### config.mk
export PLATFORM = sky130hd
export DESIGN_NAME = uv_burst_average_index
export DESIGN_NICKNAME = d
export VERILOG_FILES = /design/src/hdl/uvbai_pkg.sv /design/src/hdl/uv_burst_average_index.sv
export SDC_FILE = /design/constraint.sdc
export NUM_CORES = 1
export LEC_CHECK = 0
export BUFFER_PORTS_ARGS = -buffer_cell sky130_fd_sc_hd__buf_2
export CORE_UTILIZATION = 45
export DETAILED_ROUTE_END_ITERATION = 16
export PLACE_DENSITY = 0.72
export SYNTH_ARGS = -nofsm -noshare
export SYNTH_HDL_FRONTEND = slang
export SYNTH_SLANG_ARGS = --single-unit
### constraint.sdc
create_clock -name clock -period 9.3 [get_ports clock]
set_input_delay 0.465 -clock clock [delete_from_list [all_inputs] [get_ports clock]]
set_output_delay 0.465 -clock clock [all_outputs]
set_load 0.01 [all_outputs]
### src/hdl/uvbai_pkg.sv
// ----------------------------------------------------------------------------
// uvbai_pkg
// Shared constants, types and the UV index range table for the burst
// averager.
// ----------------------------------------------------------------------------
package uvbai_pkg;

   localparam int BURST_LENGTH = 16;

   localparam int SAMPLE_W = 12;
   localparam int FS_W     = 12;
   localparam int REF_W    = 13;
   localparam int SUM_W    = 18;
   localparam int COUNT_W  = 7;
   localparam int UV_W     = 12;
   localparam int AVG_W    = 21;
   localparam int PROD_W   = SUM_W + REF_W;
   localparam int NUM_W    = PROD_W + 8;
   localparam int DEN_W    = 19;
   localparam int DIV_STEPS = AVG_W;
   localparam int STEP_W   = 5;
   localparam int RSP_W    = UV_W + AVG_W + 1 + COUNT_W;
   localparam int RSP_BYTES_W = 48;
   localparam int REQ_BYTES_W = 16;
   localparam int CSR_ADDR_W = 3;
   localparam int CSR_DATA_W = 32;

   localparam logic [FS_W-1:0]  FULL_SCALE_RESET = 12'd4095;
   localparam logic [REF_W-1:0] REF_MV_RESET     = 13'd3300;

   // register select, from paddr[2]
   localparam logic REG_FULL_SCALE = 1'b0;
   localparam logic REG_REF_MV     = 1'b1;

   localparam int TABLE_SIZE = 12;
   localparam int MV_W       = 14;
   localparam logic [MV_W-1:0] TOP_MV    = 14'd1170;
   localparam logic [3:0]      TOP_INDEX = 4'd11;

   localparam logic [MV_W-1:0] RANGE_LOW [TABLE_SIZE] = '{
      14'd0,   14'd227, 14'd318, 14'd408, 14'd503,  14'd606,
      14'd696, 14'd795, 14'd881, 14'd976, 14'd1079, 14'd1170
   };
   localparam logic [MV_W-1:0] RANGE_HIGH [TABLE_SIZE] = '{
      14'd49,  14'd317, 14'd407, 14'd502, 14'd605,  14'd695,
      14'd794, 14'd880, 14'd975, 14'd1078, 14'd1169, 14'd9999
   };

   typedef struct packed {
      logic             gap;
      logic [3:0]       index;
      logic [AVG_W-1:0] lo_q8;
      logic [7:0]       den;
   } lookup_type;

   // range table search on a Q8 millivolt value
   function automatic lookup_type uv_lookup(input logic [AVG_W-1:0] v);
      lookup_type       r;
      logic             found;
      logic [AVG_W:0]   vx;
      logic [AVG_W:0]   lo_b;
      logic [AVG_W:0]   hi_b;
      logic [MV_W-1:0]  d;
      r     = '0;
      found = 1'b0;
      vx    = {1'b0, v};
      for (int i = 0; i < TABLE_SIZE; i++) begin
         lo_b = {RANGE_LOW[i], 8'b0};
         hi_b = {RANGE_HIGH[i], 8'b0};
         if (!found && vx >= lo_b && vx <= hi_b) begin
            found   = 1'b1;
            r.index = 4'(i);
         end
      end
      if (!found && vx > {TOP_MV, 8'b0}) begin
         found   = 1'b1;
         r.index = TOP_INDEX;
      end
      for (int i = 0; i < TABLE_SIZE - 1; i++) begin
         lo_b = {RANGE_HIGH[i], 8'b0};
         hi_b = {RANGE_LOW[i+1], 8'b0};
         if (!found && vx > lo_b && vx < hi_b) begin
            found   = 1'b1;
            r.index = 4'(i);
            d       = RANGE_LOW[i+1] - RANGE_HIGH[i];
            r.gap   = (d != '0);
            r.den   = d[7:0];
            r.lo_q8 = lo_b[AVG_W-1:0];
         end
      end
      return r;
   endfunction

endpackage

### src/hdl/uv_burst_average_index.sv
// ----------------------------------------------------------------------------
// uv_burst_average_index
// Burst averager for UV sensor samples with table-based UV index output.
//
// req channel: one 12-bit converter sample per transfer. Samples above the
// full scale register are dropped from the average but count toward the
// burst. Every BURST_LENGTH samples the block produces one rsp transfer with
// the UV index (Q8), the average in mV (Q8), a valid flag and the count of
// kept samples.
// Within a burst a sample is taken every cycle. The last sample of a burst
// starts a sequence on one multiplier and one radix-2 divider: a numerator
// multiply, a denominator multiply, a divide for the average, a table
// lookup, a divide for gap interpolation and an output step; the gap divide
// is skipped when the voltage lands in a range, and all but the output step
// when the burst is empty. req_tready is low for that time.
// The result sits in an output register; the next burst is taken while it
// waits. If it is still not taken when the next burst finishes, the block
// holds in its output step until rsp_tready.
// Reset clears the burst state, drops any pending result and restores the
// registers: full scale 4095, reference 3300 mV.
// ----------------------------------------------------------------------------
module uv_burst_average_index (
   input  logic                                clock,
   input  logic                                reset,
   input  logic                                req_tvalid,
   output logic                                req_tready,
   input  logic [uvbai_pkg::REQ_BYTES_W-1:0]   req_tdata,   // [11:0] adc_sample
   output logic                                rsp_tvalid,
   input  logic                                rsp_tready,
   // [11:0] uv_index_q8, [32:12] avg_millivolts_q8, [33] reading_valid,
   // [40:34] valid_samples
   output logic [uvbai_pkg::RSP_BYTES_W-1:0]   rsp_tdata,
   input  logic                                csr_psel,
   input  logic                                csr_penable,
   input  logic                                csr_pwrite,
   input  logic [uvbai_pkg::CSR_ADDR_W-1:0]    csr_paddr,
   input  logic [uvbai_pkg::CSR_DATA_W-1:0]    csr_pwdata,
   output logic [uvbai_pkg::CSR_DATA_W-1:0]    csr_prdata,
   output logic                                csr_pready
);
   import uvbai_pkg::*;

   typedef enum logic [6:0] {
      S_IDLE    = 7'b0000001,
      S_MUL_NUM = 7'b0000010,
      S_MUL_DEN = 7'b0000100,
      S_DIV_AVG = 7'b0001000,
      S_LOOKUP  = 7'b0010000,
      S_DIV_IDX = 7'b0100000,
      S_DONE    = 7'b1000000
   } state_type;

   state_type          state_ff, state_in;
   logic [FS_W-1:0]    fs_ff, fs_in;
   logic [REF_W-1:0]   ref_ff, ref_in;
   logic [SUM_W-1:0]   sum_ff, sum_in;
   logic [COUNT_W-1:0] seen_ff, seen_in;
   logic [COUNT_W-1:0] acc_ff, acc_in;
   logic               rsp_valid_ff, rsp_valid_in;
   logic [STEP_W-1:0]  cnt_ff, cnt_in;

   logic [NUM_W-1:0]   num_ff, num_in;
   logic [DEN_W-1:0]   den_ff, den_in;
   logic [DEN_W-1:0]   rem_ff, rem_in;
   logic [AVG_W-1:0]   quo_ff, quo_in;
   logic [AVG_W-1:0]   avg_ff, avg_in;
   logic [UV_W-1:0]    idx_ff, idx_in;
   logic [RSP_W-1:0]   rsp_data_ff, rsp_data_in;

   logic [SUM_W-1:0]   mul_a;
   logic [REF_W-1:0]   mul_b;
   logic [PROD_W-1:0]  prod;
   logic [DEN_W:0]     shifted;
   logic [DEN_W:0]     diff;
   logic               q_bit;
   logic [DEN_W-1:0]   rem_next;
   logic [AVG_W-1:0]   quo_next;
   lookup_type         lookup;

   logic [SAMPLE_W-1:0] sample;
   logic               take;
   logic [SUM_W-1:0]   sum_new;
   logic [COUNT_W-1:0] acc_new;
   logic [COUNT_W-1:0] seen_new;
   logic [AVG_W-1:0]   gap_num;
   logic               csr_write;

   // shared multiplier
   always_comb begin
      if (state_ff == S_MUL_DEN) begin
         mul_a = {{(SUM_W-FS_W){1'b0}}, fs_ff};
         mul_b = {{(REF_W-COUNT_W){1'b0}}, acc_ff};
      end else begin
         mul_a = sum_ff;
         mul_b = ref_ff;
      end
   end
   assign prod = {{REF_W{1'b0}}, mul_a} * {{SUM_W{1'b0}}, mul_b};

   // shared restoring divider step
   assign shifted  = {rem_ff, quo_ff[AVG_W-1]};
   assign diff     = shifted - {1'b0, den_ff};
   assign q_bit    = (shifted >= {1'b0, den_ff});
   assign rem_next = q_bit ? diff[DEN_W-1:0] : shifted[DEN_W-1:0];
   assign quo_next = {quo_ff[AVG_W-2:0], q_bit};

   assign lookup  = uv_lookup(avg_ff);
   assign gap_num = avg_ff - lookup.lo_q8;

   assign sample   = req_tdata[SAMPLE_W-1:0];
   assign take     = (sample <= fs_ff);
   assign sum_new  = take ? sum_ff + {{(SUM_W-SAMPLE_W){1'b0}}, sample} : sum_ff;
   assign acc_new  = take ? acc_ff + 1'b1 : acc_ff;
   assign seen_new = seen_ff + 1'b1;

   assign csr_write = csr_psel && csr_penable && csr_pwrite && csr_pready;

   always_comb begin
      state_in     = state_ff;
      sum_in       = sum_ff;
      seen_in      = seen_ff;
      acc_in       = acc_ff;
      cnt_in       = cnt_ff;
      num_in       = num_ff;
      den_in       = den_ff;
      rem_in       = rem_ff;
      quo_in       = quo_ff;
      avg_in       = avg_ff;
      idx_in       = idx_ff;
      rsp_valid_in = rsp_valid_ff && !rsp_tready;
      rsp_data_in  = rsp_data_ff;
      fs_in        = fs_ff;
      ref_in       = ref_ff;

      unique case (state_ff)
         S_IDLE: begin
            if (req_tvalid) begin
               sum_in = sum_new;
               acc_in = acc_new;
               if (seen_new == COUNT_W'(BURST_LENGTH)) begin
                  seen_in = '0;
                  if (acc_new == '0) begin
                     avg_in   = '0;
                     idx_in   = '0;
                     state_in = S_DONE;
                  end else begin
                     state_in = S_MUL_NUM;
                  end
               end else begin
                  seen_in = seen_new;
               end
            end
         end
         S_MUL_NUM: begin
            num_in   = {prod[NUM_W-9:0], 8'b0};
            state_in = S_MUL_DEN;
         end
         S_MUL_DEN: begin
            den_in = prod[DEN_W-1:0];
            if (prod[DEN_W-1:0] == '0) begin
               avg_in   = '0;
               state_in = S_LOOKUP;
            end else begin
               rem_in   = {{(DEN_W-(NUM_W-AVG_W)){1'b0}}, num_ff[NUM_W-1:AVG_W]};
               quo_in   = num_ff[AVG_W-1:0];
               cnt_in   = STEP_W'(DIV_STEPS);
               state_in = S_DIV_AVG;
            end
         end
         S_DIV_AVG: begin
            rem_in = rem_next;
            quo_in = quo_next;
            cnt_in = cnt_ff - 1'b1;
            if (cnt_ff == STEP_W'(1)) begin
               avg_in   = quo_next;
               state_in = S_LOOKUP;
            end
         end
         S_LOOKUP: begin
            idx_in = {lookup.index, 8'b0};
            if (lookup.gap) begin
               rem_in   = '0;
               quo_in   = gap_num;
               den_in   = {{(DEN_W-8){1'b0}}, lookup.den};
               cnt_in   = STEP_W'(DIV_STEPS);
               state_in = S_DIV_IDX;
            end else begin
               state_in = S_DONE;
            end
         end
         S_DIV_IDX: begin
            rem_in = rem_next;
            quo_in = quo_next;
            cnt_in = cnt_ff - 1'b1;
            if (cnt_ff == STEP_W'(1)) begin
               idx_in   = {idx_ff[UV_W-1:8], quo_next[7:0]};
               state_in = S_DONE;
            end
         end
         S_DONE: begin
            if (!rsp_valid_ff || rsp_tready) begin
               rsp_valid_in = 1'b1;
               rsp_data_in  = {acc_ff, (acc_ff != '0), avg_ff, idx_ff};
               sum_in       = '0;
               acc_in       = '0;
               state_in     = S_IDLE;
            end
         end
         default: begin
            state_in = S_IDLE;
         end
      endcase

      if (csr_write) begin
         unique case (csr_paddr[2])
            REG_FULL_SCALE: fs_in  = csr_pwdata[FS_W-1:0];
            REG_REF_MV:     ref_in = csr_pwdata[REF_W-1:0];
            default:        fs_in  = fs_ff;
         endcase
      end
   end

   always_ff @(posedge clock) begin
      if (reset) begin
         state_ff     <= S_IDLE;
         fs_ff        <= FULL_SCALE_RESET;
         ref_ff       <= REF_MV_RESET;
         sum_ff       <= '0;
         seen_ff      <= '0;
         acc_ff       <= '0;
         cnt_ff       <= '0;
         rsp_valid_ff <= 1'b0;
      end else begin
         state_ff     <= state_in;
         fs_ff        <= fs_in;
         ref_ff       <= ref_in;
         sum_ff       <= sum_in;
         seen_ff      <= seen_in;
         acc_ff       <= acc_in;
         cnt_ff       <= cnt_in;
         rsp_valid_ff <= rsp_valid_in;
      end
   end

   always_ff @(posedge clock) begin
      num_ff      <= num_in;
      den_ff      <= den_in;
      rem_ff      <= rem_in;
      quo_ff      <= quo_in;
      avg_ff      <= avg_in;
      idx_ff      <= idx_in;
      rsp_data_ff <= rsp_data_in;
   end

   assign req_tready = (state_ff == S_IDLE);
   assign rsp_tvalid = rsp_valid_ff;
   assign rsp_tdata  = {{(RSP_BYTES_W-RSP_W){1'b0}}, rsp_data_ff};

   assign csr_pready = 1'b1;
   assign csr_prdata = (csr_paddr[2] == REG_REF_MV) ?
                       {{(CSR_DATA_W-REF_W){1'b0}}, ref_ff} :
                       {{(CSR_DATA_W-FS_W){1'b0}}, fs_ff};

endmodule

After elaboration in Yosys (flattened, before gate mapping):

Index checks and enable logic that the tools add are counted.

* word-level logic and storage cells: 280
* bits in registers: 234
* output and inout bits: 83
* input bits: 58

* order comparisons: 48
* multipliers: 1
* eq/ne operators: 19
* muxes and demuxes: 92
* bitwise logic cells: 2
* reduce and logical (&&, ||, !) cells: 96
* add/subtract/negate cells: 6

Operators by type and width (number)
* 34-bit two-way mux: 11
* 21-bit two-way mux: 7
* 21-bit one-hot mux with 3 select lines: 2
* 21-bit by 18-bit greater-or-equal comparator with 1-bit output (second input constant): 5
* 21-bit by 18-bit greater-than comparator with 1-bit output (second input constant): 5
* 21-bit by 18-bit less-or-equal comparator with 1-bit output (second input constant): 5
* 21-bit by 18-bit < comparator with 1-bit output (second input constant): 5
* 7-bit two-way mux: 11
* 19-bit two-way mux: 4
* 18-bit two-way mux: 4
* 21-bit by 17-bit greater-or-equal comparator with 1-bit output (second input constant): 3
* 21-bit by 17-bit greater-than comparator with 1-bit output (second input constant): 3
* 21-bit by 19-bit greater-than comparator with 1-bit output (second input constant): 3
* 21-bit by 17-bit less-or-equal comparator with 1-bit output (second input constant): 3
* 21-bit by 17-bit < comparator with 1-bit output (second input constant): 3
* 19-bit one-hot mux with 3 select lines: 1
* 7-bit one-hot mux with 7 select lines: 1
* 1-bit logical AND: 48
* 4-bit two-way mux: 11
* 21-bit by 19-bit greater-or-equal comparator with 1-bit output (second input constant): 2
* 21-bit by 19-bit less-or-equal comparator with 1-bit output (second input constant): 2
* 21-bit by 19-bit < comparator with 1-bit output (second input constant): 2
* 19-bit one-hot mux with 2 select lines: 1
* 12-bit two-way mux: 3
* 45 further kinds: 119

Logic depth before layout (Yosys ltp):

* depth in word-level cells: 96
* gate-level depth with buffers: 28
* mapped depth without buffers: 25

Worst setup path after synthesis:

No wires, ideal clock.

* path type: register to register
* from: reg state_ff[0]
* to: reg quo_ff[0] (enable)
* clock period less this slack: 7.689 ns
* arrival: 7.293 ns
* path buffers: 1
* stages on the path, launching flop included: 24
* setup time: 0.396 ns
* slack: 1.611 ns
* required time: 8.904 ns
* path through: dfxtp_1 nor4_1 nor4bb_1 clkbuf_1 and3_1 a31oi_1 fa_1 fa_1 inv_1 fa_1 inv_1 fa_1 inv_1 fa_1 ha_1 a21o_1 a211oi_1 a2bb2oi_1 o31ai_1 nor2_1 xnor2_1 nor2_1 a31o_4 inv_1

* word-level cells in the longest chain between the ends: 6
* elaborated cells between the ends (all ways): 13
* classes of those cells: mul: 1; eq/ne: 6; mux: 2; reduce/logical: 4

RTL lines
* start, declared: line uv_burst_average_index.sv:53 `state_type state_ff, state_in;`
* start signal, assigned: line uv_burst_average_index.sv:234 `state_ff <= state_in;`
* 7-bit by 3-bit equality test with 1-bit output (*): line uv_burst_average_index.sv:90 `if (state_ff == S_MUL_DEN) begin`
* 18-bit two-way mux / 13-bit two-way mux (equally long branches): line uv_burst_average_index.sv:90
* 18-bit by 13-bit multiplier with 31-bit output (*): line uv_burst_average_index.sv:98 `assign prod = {{REF_W{1'b0}}, mul_a} * {{SUM_W{1'b0}}, mul_b};`
* net prod[17]: line uv_burst_average_index.sv:72 `logic [PROD_W-1:0] prod;`
* 19-bit logical NOT (*): line uv_burst_average_index.sv:160 `if (prod[DEN_W-1:0] == '0) begin`
* 2-bit inequality test (no line) (*)
* 3-bit AND reduction (no line) (*)
* end signal, assigned: line uv_burst_average_index.sv:249 `quo_ff <= quo_in;`
* end, declared: line uv_burst_average_index.sv:65 `logic [AVG_W-1:0] quo_ff, quo_in;`

Mark *: on every way through the listed nets, which the timed path passes. The rest lies on a longest branch.
A chain may end at the register's enable or synchronous reset.

Worst setup path after layout:

* from: reg state_ff[0]
* to: reg rem_ff[7] (enable)

* word-level cells in the longest chain between the ends: 6
* elaborated cells between the ends (all ways): 13
* classes of those cells: mul: 1; eq/ne: 6; mux: 2; reduce/logical: 4

RTL lines
* 7-bit by 3-bit equality test with 1-bit output (*): line uv_burst_average_index.sv:90
* 18-bit two-way mux / 13-bit two-way mux (equally long branches): line uv_burst_average_index.sv:90
* 18-bit by 13-bit multiplier with 31-bit output (*): line uv_burst_average_index.sv:98
* net prod[17]: line uv_burst_average_index.sv:72
* 19-bit logical NOT (*): line uv_burst_average_index.sv:160
* 2-bit inequality test (no line) (*)
* 3-bit AND reduction (no line) (*)
* end signal, assigned: line uv_burst_average_index.sv:248 `rem_ff <= rem_in;`
* end, declared: line uv_burst_average_index.sv:64 `logic [DEN_W-1:0] rem_ff, rem_in;`

Marked as above.

==> impl_metrics.tcl <==
set metrics [dict create \
    status "completed" \
    r2r_setup_slack_ns 1.11 \
    drv_slew 0 \
    placedCellCount 2784 \
    dp_hpwl_um 39100 \
    wl_per_cell_um 18.81 \
    cts_resized 0 \
    max_stage_delay_ns 0.82 \
    clkSinkCount 234 \
    io_buffers 88 \
    path_common_cell "fa_1" \
    clkTransAtPathRegs_ns 0.06 \
    route.detailed.drc 0 \
    whs_ns 0.1302 \
    root_buffer "clkbuf_16" \
    rsz0062_at_grt "false" \
    initial_utilization_pct 45.78 \
    reg2reg_from "state_ff[0]" \
    crit_arrival_ns 8.37 \
    fmax_ghz 0.1221 \
    cts_hold_buf 0 \
    gr-usage-all-layers_pct 22.55 \
    min_from "csr_pwdata[0]" \
    maxCapViolations 0 \
    yosysUniqueCellTypes 90 \
    multi_input_area_um2 12900 \
    vias_per_cell 5.906 \
    synthCells 2211 \
    die_y_um 217.1 \
    grt_pass1_wl_um 86750 \
    period_share_pct 88.07 \
    synth_ff_type "edfxtp_1" \
    reg2reg_to "rem_ff[7]" \
    clockBufferDepth 3 \
    gp_congestion 0.8998 \
    ys_ff_latch 234 \
    htreeDepth 1 \
    whs_path_depth 2 \
    synth_edf_count 164 \
    boundaryPins 141 \
    synthesis.area_um2 20820 \
    reg2reg_depth 25 \
    slew_headroom_pct 18.86 \
    synthToLayoutAreaGrowth_pct 8.485 \
    crit_path_start_kind "flip-flop" \
    hold_viol 0 \
    required_ns 9.48 \
    place_area_um2 21540 \
    fin_worst_skew_ns 0.03483 \
    tightest_slew_ns 1.209 \
    finalSetupTns_ns 0 \
    power.leakage_nw 10.40 \
    synth_warnings 0 \
    clkLatencyLatePin_ns 0.58 \
    vias 16732 \
    synthTopCellsByArea "edfxtp_1, fa_1, ha_1" \
    first_pass_iters 6 \
    synth_top_area_share_pct 23.65 \
    grt_overflow 0 \
    stdcell_area_um2 22590 \
    die-area_um2 47130 \
    hp-class "primary input to flip-flop" \
    grt_pass1_vias 16849 \
    ant_nets 0 \
    fillers 4203 \
    ir_worst_vdd_mv 0.1300 \
    wirelength_um 53280 \
    ys_seq_area_share_pct 30.38 \
    numCtsBuffers 26 \
    finalCriticalPeriod_ns 8.190 \
    antenna_found_initial 0 \
    endpoint_kind "flip-flop" \
    postSynthAreaPerCell_um2 9.417 \
    drt-initial-drc-count 1532 \
    core_area_um2 45480 \
    num_rows 78 \
    die_w_um 217.1 \
    power_density_nw_per_um2 174.8 \
    yosysTopAreaCell "edfxtp_1" \
    final_cells 2833 \
    whs_endpoint "fs_ff[0]" \
    finalNetCount 2585 \
    post-cts-setup-buffers 0 \
    slowest_stage "nor4bb_4" \
    drive_above_1_share_pct 8.692 \
    grt_max_degree 203 \
    setup-violations-final 0 \
    synthArstFlopShare_pct 0 \
    path_class "flip-flop to flip-flop" \
    crit_fanout 42 \
    seqCellArea_um2 6326 \
    tritoncts "yes" \
]
==> routing by layer <==
metal  GRT usage [%]  vias up  share of wire (%)
met5               0        -                  0
met2           38.32      773                 48
met3           2.921      141                7.0
met4           8.310        0                3.4
li1                -     7732                  -
met1           29.34     8086                 41
==> cells in the final DEF (no fill, tap or decap), drive strengths merged, types with 6 or more instances in the layout <==
master	n
inv	251
fa	179
edfxtp	164
nand2	153
ha	136
and3	114
nand3	111
buf	110
nor2	108
a21oi	98
a31oi	80
dfxtp	70
o21ai	69
nor3	66
and2	47
xnor2	40
a21o	38
clkbuf	31
conb	27
xor2	23
o31ai	23
a211o	22
or3	19
a22oi	17
nor4	16
mux2i	15
o21a	14
nand3b	14
nand4	14
a211oi	12
nor2b	12
nand2b	11
or2	10
bufinv	9
o21bai	6
nor4b	6
a31o	6
o41ai	6
clkinv	6
==> through the flow <==
stage          total power, mW  utilization [%]  setup slack (ns)
4_1_cts                  3.967            49.66             1.162
5_1_grt                  4.202            49.66            0.6780
3_3_place_gp             2.676            47.37             1.368
3_5_place_dp             2.718            47.37             1.178
2_1_floorplan            2.369                -             1.611
6_report                 3.948            49.67             1.110
==> worst max-delay path, delay by kind of cell, from the launching register on <==
kind	cells	cell delay (ns)
buf+inv	7	1.21
xor+xnor	1	0.21
fa+ha+maj	6	2.88
flops	1	0.34
simple gates	5	1.72
compound gates	6	1.43
==> state kept, by name, indices dropped and copies added (netlist names) <==
register and count:
rem_ff 19, ref_ff 13, rsp_tvalid 1, num_ff 31, avg_ff 21, fs_ff 12
sum_ff 18, acc_ff 7, rsp_data_ff 41, state_ff 7, den_ff 19, quo_ff 21
seen_ff 7, idx_ff 12, cnt_ff 5
==> power breakdown <==
group          internal (mW)  switching, mW
Clock                  0.797          0.449
Combinational          0.576          0.840
Sequential              1.21         0.0783
Total                   2.58           1.37
==> cells by family after synthesis <==
group | count (synthesis) | share of synthesized area (%)
xor+xnor | 63 | 2.650
fa+ha+maj | 315 | 25.38
other cells | 2 | 0.03607
simple gates | 726 | 18.39
buf+inv | 413 | 8.263
compound gates | 440 | 14.01
flops | 234 | 30.38
mux | 18 | 0.8833
==> worst max path at each step <==
stage | start | endpoint | slack, ns | cells past startpoint
detailed placement | state_ff[0] | rem_ff[13] | 1.18 | 25
CTS | state_ff[0] | rem_ff[7] | 1.16 | 25
global route | state_ff[0] | rem_ff[4] | 0.68 | 25
global placement | state_ff[0] | rem_ff[14] | 1.37 | 25
floorplan | state_ff[0] | quo_ff[0] | 1.61 | 23
finish | state_ff[0] | rem_ff[7] | 1.11 | 25
==> cells in the mapped netlist, types with 6 or more instances <==
library cell	n
a21o_1	38
clkbuf_8	6
nor2b_1	12
a22oi_1	17
nand3_1	111
inv_1	251
or3_1	18
buf_4	28
xor2_1	23
fa_1	179
nand2_1	153
a211o_1	21
mux2i_1	15
and3_1	113
a31oi_1	80
edfxtp_1	164
nand2b_1	11
xnor2_1	40
dfxtp_1	70
nor2_1	106
a211oi_1	12
nor3_1	65
o21ai_0	67
o21a_1	14
o31ai_1	23
or2_2	9
ha_1	136
o21bai_1	6
clkbuf_1	120
and2_1	43
a21oi_1	97
nand3b_1	14
nand4_1	14
nor4_1	14
==> cell type report <==
class	count	area share (%)
Sequential cell	234	28.01
Multi-Input combinational cell	1589	57.13
Antenna cell	1	0.01108
Clock inverter	17	1.473
Timing Repair Buffer	110	2.736
Inverter	251	4.171
Tap cell	600	3.324
Clock buffer	31	3.146
No activity file was read; power rests on OpenSTA's default activity.
